### config.mk
export PLATFORM = sky130hd
export DESIGN_NAME = dual_wheel_pi_speed_regulator_core_flat
export DESIGN_NICKNAME = d
export VERILOG_FILES = /design/src/dwpi_pkg.sv /design/src/dwpi_channels.sv /design/src/dual_wheel_pi_speed_regulator_core.sv /design/src/flat_wrapper.sv
export VERILOG_INCLUDE_DIRS = /design/src /design/src/src
export SDC_FILE = /design/constraint.sdc
export NUM_CORES = 2
export LEC_CHECK = 0
export BUFFER_PORTS_ARGS = -buffer_cell sky130_fd_sc_hd__buf_2
export CAP_MARGIN = 40
export CORE_MARGIN = 5
export CORE_UTILIZATION = 30
export CTS_CLUSTER_DIAMETER = 100
export CTS_CLUSTER_SIZE = 14
export DETAILED_ROUTE_END_ITERATION = 8
export MAX_ROUTING_LAYER = met4
export SLEW_MARGIN = 20
export SYNTH_ARGS = -nofsm -noshare
export SYNTH_HDL_FRONTEND = slang
export SYNTH_SLANG_ARGS = --single-unit
### constraint.sdc
create_clock -name clk -period 21.8 [get_ports clk]
set_clock_uncertainty 0.2 [all_clocks]
set_input_delay 1.09 -clock clk [delete_from_list [all_inputs] [get_ports clk]]
set_output_delay 1.09 -clock clk [all_outputs]
set_load 0.005 [all_outputs]
### src/assert_macros.svh
// Assertion macros used by the RTL of the speed regulator.
`ifndef ASSERT_MACROS_SVH
`define ASSERT_MACROS_SVH

// Property must hold at every clock edge outside reset.
`define ASSERT_CLK(label, prop, msg) \
    label: assert property (@(posedge clk) disable iff (!rst_n) (prop)) else $error(msg);

// Expression must never be true outside reset.
`define ASSERT_NEVER(label, expr, msg) \
    label: assert property (@(posedge clk) disable iff (!rst_n) !(expr)) else $error(msg);

`endif

### src/dwpi_pkg.sv
// Package: widths, reset values, register codes and microcode for the speed regulator.
`timescale 1ns / 1ps
`default_nettype none

package dwpi_pkg;

    localparam int FRAC_BITS = 8;

    localparam int GAIN_W   = 16;
    localparam int LIMIT_W  = 15;
    localparam int SPEED_W  = 16;
    localparam int TIME_W   = 32;
    localparam int HALF_W   = TIME_W / 2;
    localparam int CMD_W    = 24;
    localparam int ERR_W    = SPEED_W + 1;
    localparam int INTEG_W  = 16;
    localparam int ACC_W    = ERR_W + 1;
    localparam int MUL_A_W  = 32;
    localparam int MUL_B_W  = GAIN_W + 1;
    localparam int PROD_W   = MUL_A_W + MUL_B_W;
    localparam int P_W      = GAIN_W + ERR_W + 1;
    localparam int GI_W     = 32;
    localparam int PART_W   = GI_W + HALF_W;
    localparam int T_W      = P_W + 1;
    localparam int SUM_W    = PART_W + 1;

    localparam int NUM_WHEELS  = 2;
    localparam int WHEEL_RIGHT = 0;
    localparam int WHEEL_LEFT  = 1;

    // Reset values follow FRAC_BITS: gains masked to 16 bits, clamp saturated.
    localparam int LIMIT_RST_RAW = 10 << FRAC_BITS;
    localparam int LIMIT_MAX     = (1 << LIMIT_W) - 1;
    localparam logic [GAIN_W-1:0]  PROP_GAIN_RST  = GAIN_W'(10 << FRAC_BITS);
    localparam logic [GAIN_W-1:0]  INTEG_GAIN_RST = GAIN_W'(2 << FRAC_BITS);
    localparam logic [LIMIT_W-1:0] INT_LIMIT_RST  =
        LIMIT_W'((LIMIT_RST_RAW > LIMIT_MAX) ? LIMIT_MAX : LIMIT_RST_RAW);

    localparam logic signed [CMD_W-1:0] CMD_MAX = {1'b0, {(CMD_W-1){1'b1}}};
    localparam logic signed [CMD_W-1:0] CMD_MIN = {1'b1, {(CMD_W-1){1'b0}}};

    // Configuration register indexes.
    localparam int CFG_IDX_W = 2;
    typedef enum logic [CFG_IDX_W-1:0] {
        CFG_PROP_GAIN  = 2'd0,
        CFG_INTEG_GAIN = 2'd1,
        CFG_INT_LIMIT  = 2'd2
    } cfg_reg_t;

    // Sequencer steps.
    localparam int STEP_W = 3;
    localparam logic [STEP_W-1:0] STEP_IDLE = 3'd0;
    localparam logic [STEP_W-1:0] STEP_KP   = 3'd1;
    localparam logic [STEP_W-1:0] STEP_KI   = 3'd2;
    localparam logic [STEP_W-1:0] STEP_DTLO = 3'd3;
    localparam logic [STEP_W-1:0] STEP_DTHI = 3'd4;
    localparam logic [STEP_W-1:0] STEP_OUT  = 3'd5;

    typedef enum logic [2:0] {
        MUL_NONE    = 3'd0,
        MUL_KP_ERR  = 3'd1,
        MUL_KI_INT  = 3'd2,
        MUL_GI_DTLO = 3'd3,
        MUL_GI_DTHI = 3'd4
    } mul_op_t;

    typedef enum logic [1:0] {
        HOLD_NONE = 2'd0,
        HOLD_IN   = 2'd1,
        HOLD_OUT  = 2'd2
    } hold_t;

    typedef struct packed {
        logic              capture;
        logic              integ_upd;
        logic              t_upd;
        logic              out_ld;
        mul_op_t           mul_op;
        hold_t             hold;
        logic              jump;
        logic [STEP_W-1:0] target;
    } ctl_t;

    // Control store: one word per step.
    function automatic ctl_t ucode(input logic [STEP_W-1:0] step);
        ctl_t c;
        c.capture   = 1'b0;
        c.integ_upd = 1'b0;
        c.t_upd     = 1'b0;
        c.out_ld    = 1'b0;
        c.mul_op    = MUL_NONE;
        c.hold      = HOLD_NONE;
        c.jump      = 1'b0;
        c.target    = STEP_IDLE;
        unique case (step)
            STEP_IDLE:
            begin
                c.capture = 1'b1;
                c.hold    = HOLD_IN;
            end
            STEP_KP:
            begin
                c.integ_upd = 1'b1;
                c.mul_op    = MUL_KP_ERR;
            end
            STEP_KI:
            begin
                c.mul_op = MUL_KI_INT;
            end
            STEP_DTLO:
            begin
                c.mul_op = MUL_GI_DTLO;
            end
            STEP_DTHI:
            begin
                c.mul_op = MUL_GI_DTHI;
                c.t_upd  = 1'b1;
            end
            STEP_OUT:
            begin
                c.out_ld = 1'b1;
                c.hold   = HOLD_OUT;
                c.jump   = 1'b1;
                c.target = STEP_IDLE;
            end
            default:
            begin
                c.jump   = 1'b1;
                c.target = STEP_IDLE;
            end
        endcase
        return c;
    endfunction

endpackage

`default_nettype wire

### src/dwpi_channels.sv
// Interfaces: sample, command and configuration channels of the speed regulator.
`timescale 1ns / 1ps
`default_nettype none

interface dwpi_sample_if;
    logic                                     valid;
    logic                                     ready;
    logic        [dwpi_pkg::TIME_W-1:0]       timestamp;
    logic signed [dwpi_pkg::SPEED_W-1:0]      right_ref;
    logic signed [dwpi_pkg::SPEED_W-1:0]      left_ref;
    logic signed [dwpi_pkg::SPEED_W-1:0]      right_speed;
    logic signed [dwpi_pkg::SPEED_W-1:0]      left_speed;

    modport source (output valid, timestamp, right_ref, left_ref, right_speed, left_speed,
                    input ready);
    modport sink   (input valid, timestamp, right_ref, left_ref, right_speed, left_speed,
                    output ready);
endinterface

interface dwpi_command_if;
    logic                                valid;
    logic                                ready;
    logic signed [dwpi_pkg::CMD_W-1:0]   right_command;
    logic signed [dwpi_pkg::CMD_W-1:0]   left_command;

    modport source (output valid, right_command, left_command, input ready);
    modport sink   (input valid, right_command, left_command, output ready);
endinterface

interface dwpi_cfg_if;
    logic                                valid;
    logic                                ready;
    logic [dwpi_pkg::CFG_IDX_W-1:0]      index;
    logic [dwpi_pkg::GAIN_W-1:0]         data;

    modport source (output valid, index, data, input ready);
    modport sink   (input valid, index, data, output ready);
endinterface

`default_nettype wire

### src/dual_wheel_pi_speed_regulator_core.sv
// Top level: two-wheel PI speed regulator driven by a microcoded sequencer.
`timescale 1ns / 1ps
`default_nettype none

`include "assert_macros.svh"

// Two-wheel PI speed regulator. Each sample transaction carries a Q16.16
// timestamp and, per wheel, a Q7.8 reference and measured speed; each one
// yields exactly one command transaction with a saturated Q15.8 command per
// wheel: kp*err + ki*integ*dt, floored to the command fraction, where integ
// is the running error sum clamped to +/- int_limit and dt is the timestamp
// delta (mod 2^32) since the previous sample (from timestamp 0 after reset).
// A sample runs through a capture step, four passes through each wheel's
// 32x17 multiplier (kp*err, ki*integ, then that product times the low and
// the high half of dt), and an add/floor/saturate step that loads the
// output register. The next sample is taken the cycle after the result
// loads, and a result not yet taken holds the sequencer at its last step.
// Both wheels run side by side on the same control word. Configuration
// writes (index 0 prop_gain, 1 integ_gain, 2 int_limit; others ignored) are
// always ready and must only be issued while the block is idle.
module dual_wheel_pi_speed_regulator_core (
    input  wire                 clk,
    input  wire                 rst_n,
    dwpi_sample_if.sink         sample,
    dwpi_command_if.source      command,
    dwpi_cfg_if.sink            cfg
);

    localparam int NW = dwpi_pkg::NUM_WHEELS;

    // ---------------------------------------------------------------
    // Sequencer
    // ---------------------------------------------------------------
    logic [dwpi_pkg::STEP_W-1:0] pc_reg, pc_next;
    dwpi_pkg::ctl_t              ctl;
    logic                        go;
    logic                        out_free;
    logic                        accept;
    logic                        out_fire;

    assign ctl = dwpi_pkg::ucode(pc_reg);

    always_comb
    begin
        unique case (ctl.hold)
            dwpi_pkg::HOLD_IN:  go = sample.valid;
            dwpi_pkg::HOLD_OUT: go = out_free;
            default:            go = 1'b1;
        endcase
    end

    always_comb
    begin
        if (!go)
        begin
            pc_next = pc_reg;
        end
        else if (ctl.jump)
        begin
            pc_next = ctl.target;
        end
        else
        begin
            pc_next = pc_reg + 1'b1;
        end
    end

    assign sample.ready = ctl.capture;
    assign accept       = sample.valid & ctl.capture;
    assign out_fire     = ctl.out_ld & go;

    // ---------------------------------------------------------------
    // Configuration registers
    // ---------------------------------------------------------------
    logic [dwpi_pkg::GAIN_W-1:0]  prop_gain_reg;
    logic [dwpi_pkg::GAIN_W-1:0]  integ_gain_reg;
    logic [dwpi_pkg::LIMIT_W-1:0] int_limit_reg;

    assign cfg.ready = 1'b1;

    // ---------------------------------------------------------------
    // Per-wheel datapath
    // ---------------------------------------------------------------
    logic signed [dwpi_pkg::SPEED_W-1:0] lane_ref  [NW];
    logic signed [dwpi_pkg::SPEED_W-1:0] lane_meas [NW];

    assign lane_ref[dwpi_pkg::WHEEL_RIGHT]  = sample.right_ref;
    assign lane_ref[dwpi_pkg::WHEEL_LEFT]   = sample.left_ref;
    assign lane_meas[dwpi_pkg::WHEEL_RIGHT] = sample.right_speed;
    assign lane_meas[dwpi_pkg::WHEEL_LEFT]  = sample.left_speed;

    logic        [dwpi_pkg::TIME_W-1:0]  prev_time_reg;
    logic        [dwpi_pkg::TIME_W-1:0]  dt_reg;
    logic signed [dwpi_pkg::ERR_W-1:0]   err_reg   [NW];
    logic signed [dwpi_pkg::INTEG_W-1:0] integ_reg [NW];
    logic signed [dwpi_pkg::P_W-1:0]     p_reg     [NW];
    logic signed [dwpi_pkg::GI_W-1:0]    gi_reg    [NW];
    logic signed [dwpi_pkg::PART_W-1:0]  lo_reg    [NW];
    logic signed [dwpi_pkg::PART_W-1:0]  hi_reg    [NW];
    logic signed [dwpi_pkg::T_W-1:0]     t_reg     [NW];
    logic signed [dwpi_pkg::CMD_W-1:0]   cmd_reg   [NW];
    logic                                out_valid_reg;

    logic signed [dwpi_pkg::ERR_W-1:0]   err_next   [NW];
    logic signed [dwpi_pkg::ACC_W-1:0]   acc_sum    [NW];
    logic signed [dwpi_pkg::INTEG_W-1:0] integ_next [NW];
    logic signed [dwpi_pkg::MUL_A_W-1:0] mul_a      [NW];
    logic signed [dwpi_pkg::MUL_B_W-1:0] mul_b      [NW];
    logic signed [dwpi_pkg::PROD_W-1:0]  prod       [NW];
    logic signed [dwpi_pkg::T_W-1:0]     t_next     [NW];
    logic signed [dwpi_pkg::SUM_W-1:0]   sum        [NW];
    logic signed [dwpi_pkg::SUM_W-1:0]   sum_shr    [NW];
    logic signed [dwpi_pkg::CMD_W-1:0]   cmd_next   [NW];
    logic signed [dwpi_pkg::ACC_W-1:0]   lim_pos;
    logic signed [dwpi_pkg::ACC_W-1:0]   lim_neg;

    assign lim_pos = $signed({3'b000, int_limit_reg});
    assign lim_neg = -lim_pos;

    always_comb
    begin
        for (int w = 0; w < NW; w++)
        begin
            err_next[w] = dwpi_pkg::ERR_W'(lane_ref[w]) - dwpi_pkg::ERR_W'(lane_meas[w]);

            // integrator: add error, clamp to +/- limit
            acc_sum[w] = dwpi_pkg::ACC_W'(integ_reg[w]) + dwpi_pkg::ACC_W'(err_reg[w]);
            priority if (acc_sum[w] > lim_pos)
            begin
                integ_next[w] = dwpi_pkg::INTEG_W'(lim_pos);
            end
            else if (acc_sum[w] < lim_neg)
            begin
                integ_next[w] = dwpi_pkg::INTEG_W'(lim_neg);
            end
            else
            begin
                integ_next[w] = dwpi_pkg::INTEG_W'(acc_sum[w]);
            end

            // shared multiplier operand select
            unique case (ctl.mul_op)
                dwpi_pkg::MUL_KP_ERR:
                begin
                    mul_a[w] = dwpi_pkg::MUL_A_W'(err_reg[w]);
                    mul_b[w] = $signed({1'b0, prop_gain_reg});
                end
                dwpi_pkg::MUL_KI_INT:
                begin
                    mul_a[w] = dwpi_pkg::MUL_A_W'(integ_reg[w]);
                    mul_b[w] = $signed({1'b0, integ_gain_reg});
                end
                dwpi_pkg::MUL_GI_DTLO:
                begin
                    mul_a[w] = gi_reg[w];
                    mul_b[w] = $signed({1'b0, dt_reg[dwpi_pkg::HALF_W-1:0]});
                end
                dwpi_pkg::MUL_GI_DTHI:
                begin
                    mul_a[w] = gi_reg[w];
                    mul_b[w] = $signed({1'b0, dt_reg[dwpi_pkg::TIME_W-1:dwpi_pkg::HALF_W]});
                end
                default:
                begin
                    mul_a[w] = '0;
                    mul_b[w] = '0;
                end
            endcase
            prod[w] = mul_a[w] * mul_b[w];

            // floor(i / 2^16) = hi + floor(lo / 2^16); fold in the P term early
            t_next[w] = dwpi_pkg::T_W'(p_reg[w])
                      + dwpi_pkg::T_W'(lo_reg[w] >>> dwpi_pkg::HALF_W);

            // final floor to command fraction, then saturate
            sum[w]     = dwpi_pkg::SUM_W'(hi_reg[w]) + dwpi_pkg::SUM_W'(t_reg[w]);
            sum_shr[w] = sum[w] >>> dwpi_pkg::FRAC_BITS;
            priority if (sum_shr[w] > dwpi_pkg::SUM_W'(dwpi_pkg::CMD_MAX))
            begin
                cmd_next[w] = dwpi_pkg::CMD_MAX;
            end
            else if (sum_shr[w] < dwpi_pkg::SUM_W'(dwpi_pkg::CMD_MIN))
            begin
                cmd_next[w] = dwpi_pkg::CMD_MIN;
            end
            else
            begin
                cmd_next[w] = dwpi_pkg::CMD_W'(sum_shr[w]);
            end
        end
    end

    assign out_free = !out_valid_reg || command.ready;

    // ---------------------------------------------------------------
    // Control and architectural state
    // ---------------------------------------------------------------
    always_ff @(posedge clk or negedge rst_n)
    begin
        if (!rst_n)
        begin
            pc_reg         <= dwpi_pkg::STEP_IDLE;
            out_valid_reg  <= 1'b0;
            prop_gain_reg  <= dwpi_pkg::PROP_GAIN_RST;
            integ_gain_reg <= dwpi_pkg::INTEG_GAIN_RST;
            int_limit_reg  <= dwpi_pkg::INT_LIMIT_RST;
            prev_time_reg  <= '0;
            for (int w = 0; w < NW; w++)
            begin
                integ_reg[w] <= '0;
            end
        end
        else
        begin
            pc_reg <= pc_next;

            if (out_fire)
            begin
                out_valid_reg <= 1'b1;
            end
            else if (command.ready)
            begin
                out_valid_reg <= 1'b0;
            end

            if (cfg.valid)
            begin
                unique case (cfg.index)
                    dwpi_pkg::CFG_PROP_GAIN:  prop_gain_reg  <= cfg.data;
                    dwpi_pkg::CFG_INTEG_GAIN: integ_gain_reg <= cfg.data;
                    dwpi_pkg::CFG_INT_LIMIT:  int_limit_reg  <= dwpi_pkg::LIMIT_W'(cfg.data);
                    default:                  ;
                endcase
            end

            if (accept)
            begin
                prev_time_reg <= sample.timestamp;
            end

            if (ctl.integ_upd)
            begin
                for (int w = 0; w < NW; w++)
                begin
                    integ_reg[w] <= integ_next[w];
                end
            end
        end
    end

    // ---------------------------------------------------------------
    // Working registers (no reset)
    // ---------------------------------------------------------------
    always_ff @(posedge clk)
    begin
        if (accept)
        begin
            dt_reg <= sample.timestamp - prev_time_reg;
        end
        for (int w = 0; w < NW; w++)
        begin
            if (accept)
            begin
                err_reg[w] <= err_next[w];
            end
            unique case (ctl.mul_op)
                dwpi_pkg::MUL_KP_ERR:  p_reg[w]  <= dwpi_pkg::P_W'(prod[w]);
                dwpi_pkg::MUL_KI_INT:  gi_reg[w] <= dwpi_pkg::GI_W'(prod[w]);
                dwpi_pkg::MUL_GI_DTLO: lo_reg[w] <= dwpi_pkg::PART_W'(prod[w]);
                dwpi_pkg::MUL_GI_DTHI: hi_reg[w] <= dwpi_pkg::PART_W'(prod[w]);
                default:               ;
            endcase
            if (ctl.t_upd)
            begin
                t_reg[w] <= t_next[w];
            end
            if (out_fire)
            begin
                cmd_reg[w] <= cmd_next[w];
            end
        end
    end

    assign command.valid         = out_valid_reg;
    assign command.right_command = cmd_reg[dwpi_pkg::WHEEL_RIGHT];
    assign command.left_command  = cmd_reg[dwpi_pkg::WHEEL_LEFT];

    // ---------------------------------------------------------------
    // Assertions
    // ---------------------------------------------------------------
    // right after the integrator update, both integrators sit inside the clamp
    `ASSERT_CLK(a_integ_clamped, (pc_reg == dwpi_pkg::STEP_KI) |-> (integ_reg[0] <= lim_pos) && (integ_reg[0] >= lim_neg) && (integ_reg[1] <= lim_pos) && (integ_reg[1] >= lim_neg), "integrator outside clamp after update")
    // a new result only appears from the output step
    `ASSERT_CLK(a_result_origin, $rose(command.valid) |-> ($past(pc_reg) == dwpi_pkg::STEP_OUT), "result raised outside output step")
    // a stalled result holds the sequencer and keeps its value
    `ASSERT_CLK(a_stall_holds, (pc_reg == dwpi_pkg::STEP_OUT) && command.valid && !command.ready |=> (pc_reg == dwpi_pkg::STEP_OUT) && $stable(command.right_command) && $stable(command.left_command), "stalled result overwritten")
    // step counter stays inside the program
    `ASSERT_NEVER(a_pc_range, pc_reg > dwpi_pkg::STEP_OUT, "step counter outside program")

endmodule

`default_nettype wire
### src/flat_wrapper.sv
// flat-port wrapper written by rule: the top's interface ports become plain ports
module dual_wheel_pi_speed_regulator_core_flat 
  (clk, rst_n, sample_valid, sample_timestamp, sample_right_ref, sample_left_ref, sample_right_speed, sample_left_speed, sample_ready, command_valid, command_right_command, command_left_command, command_ready, cfg_valid, cfg_index, cfg_data, cfg_ready);
  dwpi_sample_if sample_i ();
  dwpi_command_if command_i ();
  dwpi_cfg_if cfg_i ();
  input  wire clk;
  input  wire rst_n;
  input wire logic [$bits(sample_i.valid)-1:0] sample_valid;
  input wire logic [$bits(sample_i.timestamp)-1:0] sample_timestamp;
  input wire logic [$bits(sample_i.right_ref)-1:0] sample_right_ref;
  input wire logic [$bits(sample_i.left_ref)-1:0] sample_left_ref;
  input wire logic [$bits(sample_i.right_speed)-1:0] sample_right_speed;
  input wire logic [$bits(sample_i.left_speed)-1:0] sample_left_speed;
  output wire logic [$bits(sample_i.ready)-1:0] sample_ready;
  output wire logic [$bits(command_i.valid)-1:0] command_valid;
  output wire logic [$bits(command_i.right_command)-1:0] command_right_command;
  output wire logic [$bits(command_i.left_command)-1:0] command_left_command;
  input wire logic [$bits(command_i.ready)-1:0] command_ready;
  input wire logic [$bits(cfg_i.valid)-1:0] cfg_valid;
  input wire logic [$bits(cfg_i.index)-1:0] cfg_index;
  input wire logic [$bits(cfg_i.data)-1:0] cfg_data;
  output wire logic [$bits(cfg_i.ready)-1:0] cfg_ready;
  assign sample_i.valid = sample_valid;
  assign sample_i.timestamp = sample_timestamp;
  assign sample_i.right_ref = sample_right_ref;
  assign sample_i.left_ref = sample_left_ref;
  assign sample_i.right_speed = sample_right_speed;
  assign sample_i.left_speed = sample_left_speed;
  assign sample_ready = sample_i.ready;
  assign command_valid = command_i.valid;
  assign command_right_command = command_i.right_command;
  assign command_left_command = command_i.left_command;
  assign command_i.ready = command_ready;
  assign cfg_i.valid = cfg_valid;
  assign cfg_i.index = cfg_index;
  assign cfg_i.data = cfg_data;
  assign cfg_ready = cfg_i.ready;
  dual_wheel_pi_speed_regulator_core u_core (.clk(clk), .rst_n(rst_n), .sample(sample_i), .command(command_i), .cfg(cfg_i));
endmodule
==> metrics.cfg <==
[grt]
grt_max_degree=61
antenna_found_initial=20
grt_pass1_wl_mm=319.7
grtUsageTotal=0.1724
gr-total-overflow=0
grt_pass1_vias=54180

[placement]
dp_hpwl_mm=165.2
port_buffers=168
gp_congestion=0.9428
placed_cell_area_um2=74750

[critical_path]
path_class=reg -> reg
slowest_delay_ns=0.68
cpMostUsedCell=fa_1
cpMaxStageDelayCell=buf_4
end_kind=register
crit_fanout=51
cp-start-kind=register
path_buf_inv=7
crit_required_ns=22.02
arrival_ns=11.81
crit_family=adder cells

[sta]
worst-slew-pin-transition_ns=0.9539
rsz0062_at_grt=no
final-hold-violation-count=0
min_period_ns=11.59
totalNegativeSetupSlack_ns=0
fmax_mhz=86.30
relSlewSlack=0.3640
drv_slew=0
min_period_over_period=0.5315
finalSetupViolations=0

[cts]
cts_sinks=591
post-cts-setup-buffers=0
root_buffer=clkbuf_16
clk_latency_ns=0.71
post_cts_resized=0
clk_path_buf_depth=3
cts_buffers=54
cts-hold-fix-buffers=0
cts_tree=yes
ctsHtreeMaxLevel=2
cts.clk_slew.worst_paths_ns=0.07

[floorplan]
initial_core_util=0.3014
dieArea_um2=243400
die_w_um=493.3
ios=170
die_h_um=493.3
num_rows=177
core-area_um2=232500

[yosys]
synth_cell_types=102
ys_seq_area_frac=0.2451
synth_area_um2=70070
synth_seq_cells=591
syn_nets=8989
synthArstFlopShare=0.1946
synth_edf_count=476
yosys_most_used_dff=edfxtp_1
synthCells=7338
synth_warnings=0
syn_area_per_cell_um2=9.550

[routing]
drtIter0Drc=3606
route.detailed.drc=0
wl_per_cell_um=19.52
vias_per_cell=4.960
detail-route-antenna-nets=0
vias=51930
routed_wl_mm=204.4
drt-pass1-iter-count=6

[layout]
layout-drive-gt1-share=0.06794
design_area_um2=76510
area_growth_pct=9.190
largest_reg_flops=96
layout.nets=9040

[worst_hold_path]
hold_class=in -> async

[job]
drv_cap=0

[run_status]
outcome=finished, final reports clean

==> cell usage after synthesis (110+ instances only) <==
cell type	instances	area (um^2)
a21o_1	192	1441
nand2_1	863	3239
nor2_1	672	2522
fa_1	975	19520
clkbuf_1	224	840.8
xnor2_1	202	1769
a21oi_1	285	1426
edfxtp_1	476	14290
o21ai_0	215	1076
inv_1	1351	5071
ha_1	557	6969
dfrtp_1	110	2753
==> routing by layer <==
layer | share of wire | wire, um | up-vias | track usage
met5 | 0 | 0 | - | -
met1 | 0.44 | 89290 | 26040 | 0.2230
met3 | 0.063 | 12980 | 364 | 0.02790
met4 | 0.036 | 7314 | 0 | 0.05531
met2 | 0.46 | 94840 | 1618 | 0.2773
li1 | - | - | 23910 | -
==> metrics by stage <==
| stage | hold WS (ns) | utilization | std cells | setup slack (ns) |
|---|---|---|---|---|
| finish | 0.1037 | 0.3290 | 10470 | 10.21 |
| global route | 0.1112 | 0.3290 | 10470 | 9.471 |
| CTS | 0.06350 | 0.3286 | 10460 | 9.803 |
| detailed placement | 0.2961 | 0.3215 | 10370 | 9.919 |
| global placement | 0.2741 | 0.3199 | 10340 | 10.07 |
| floorplan | 0.2538 | - | 7338 | 10.27 |
==> path summary, 6_finish.rpt <==
path                                                     startpoint                                   to  slack, ns  cells past startpoint
worst max-delay path                   u_core.pc_reg[0]$_DFFE_PN0N_       u_core.lo_reg[0][47]$_DFFE_PN_      10.21                     34
worst min-delay path                                          rst_n  u_core.prev_time_reg[6]$_DFFE_PN0P_       0.10                      1
worst max register to register         u_core.pc_reg[0]$_DFFE_PN0N_       u_core.lo_reg[0][47]$_DFFE_PN_      10.21                     34
worst min register to register  u_core.prop_gain_reg[4]$_DFFE_PN0P_  u_core.prop_gain_reg[4]$_DFFE_PN0P_       0.31                      1
max in group asynchronous                                     rst_n     u_core.integ_reg[12]$_DFFE_PN0P_      20.23                      2
min in group clk                u_core.prop_gain_reg[4]$_DFFE_PN0P_  u_core.prop_gain_reg[4]$_DFFE_PN0P_       0.31                      1
==> cell families after synthesis <==
kind of cell	Yosys count	share of synthesized area
AND/OR/NAND/NOR	2040	0.1259
other	1	0.00005351
AO/OA/AOI/OAI	1194	0.1154
multiplexers	79	0.01257
buffers and inverters	1615	0.08720
adder cells (fa/ha/maj)	1532	0.3780
flip-flops	591	0.2451
XOR/XNOR	286	0.03575
==> cell type report <==
type / instances / area, um^2
sequential: 591 / 17180
fill: 23840 / 156000
antenna: 10 / 25.02
inverter: 1351 / 5074
tap: 3043 / 3807
clock buffer: 68 / 1404
multi-input combinational: 5132 / 47070
timing repair buffer: 259 / 1703
clock inverter: 17 / 252.7
==> placed cells by master, fill, tap and decap left out, types with 110 or more instances in the layout <==
master,count
inv_1,1349
fa_1,975
nand2_1,863
nor2_1,669
ha_1,557
edfxtp_1,476
a21oi_1,285
o21ai_0,215
xnor2_1,202
a21o_1,192
buf_2,172
dfrtp_1,110
Power is not shown: default switching activity piles up to over one toggle a cycle in this logic, so the estimate is an artifact.
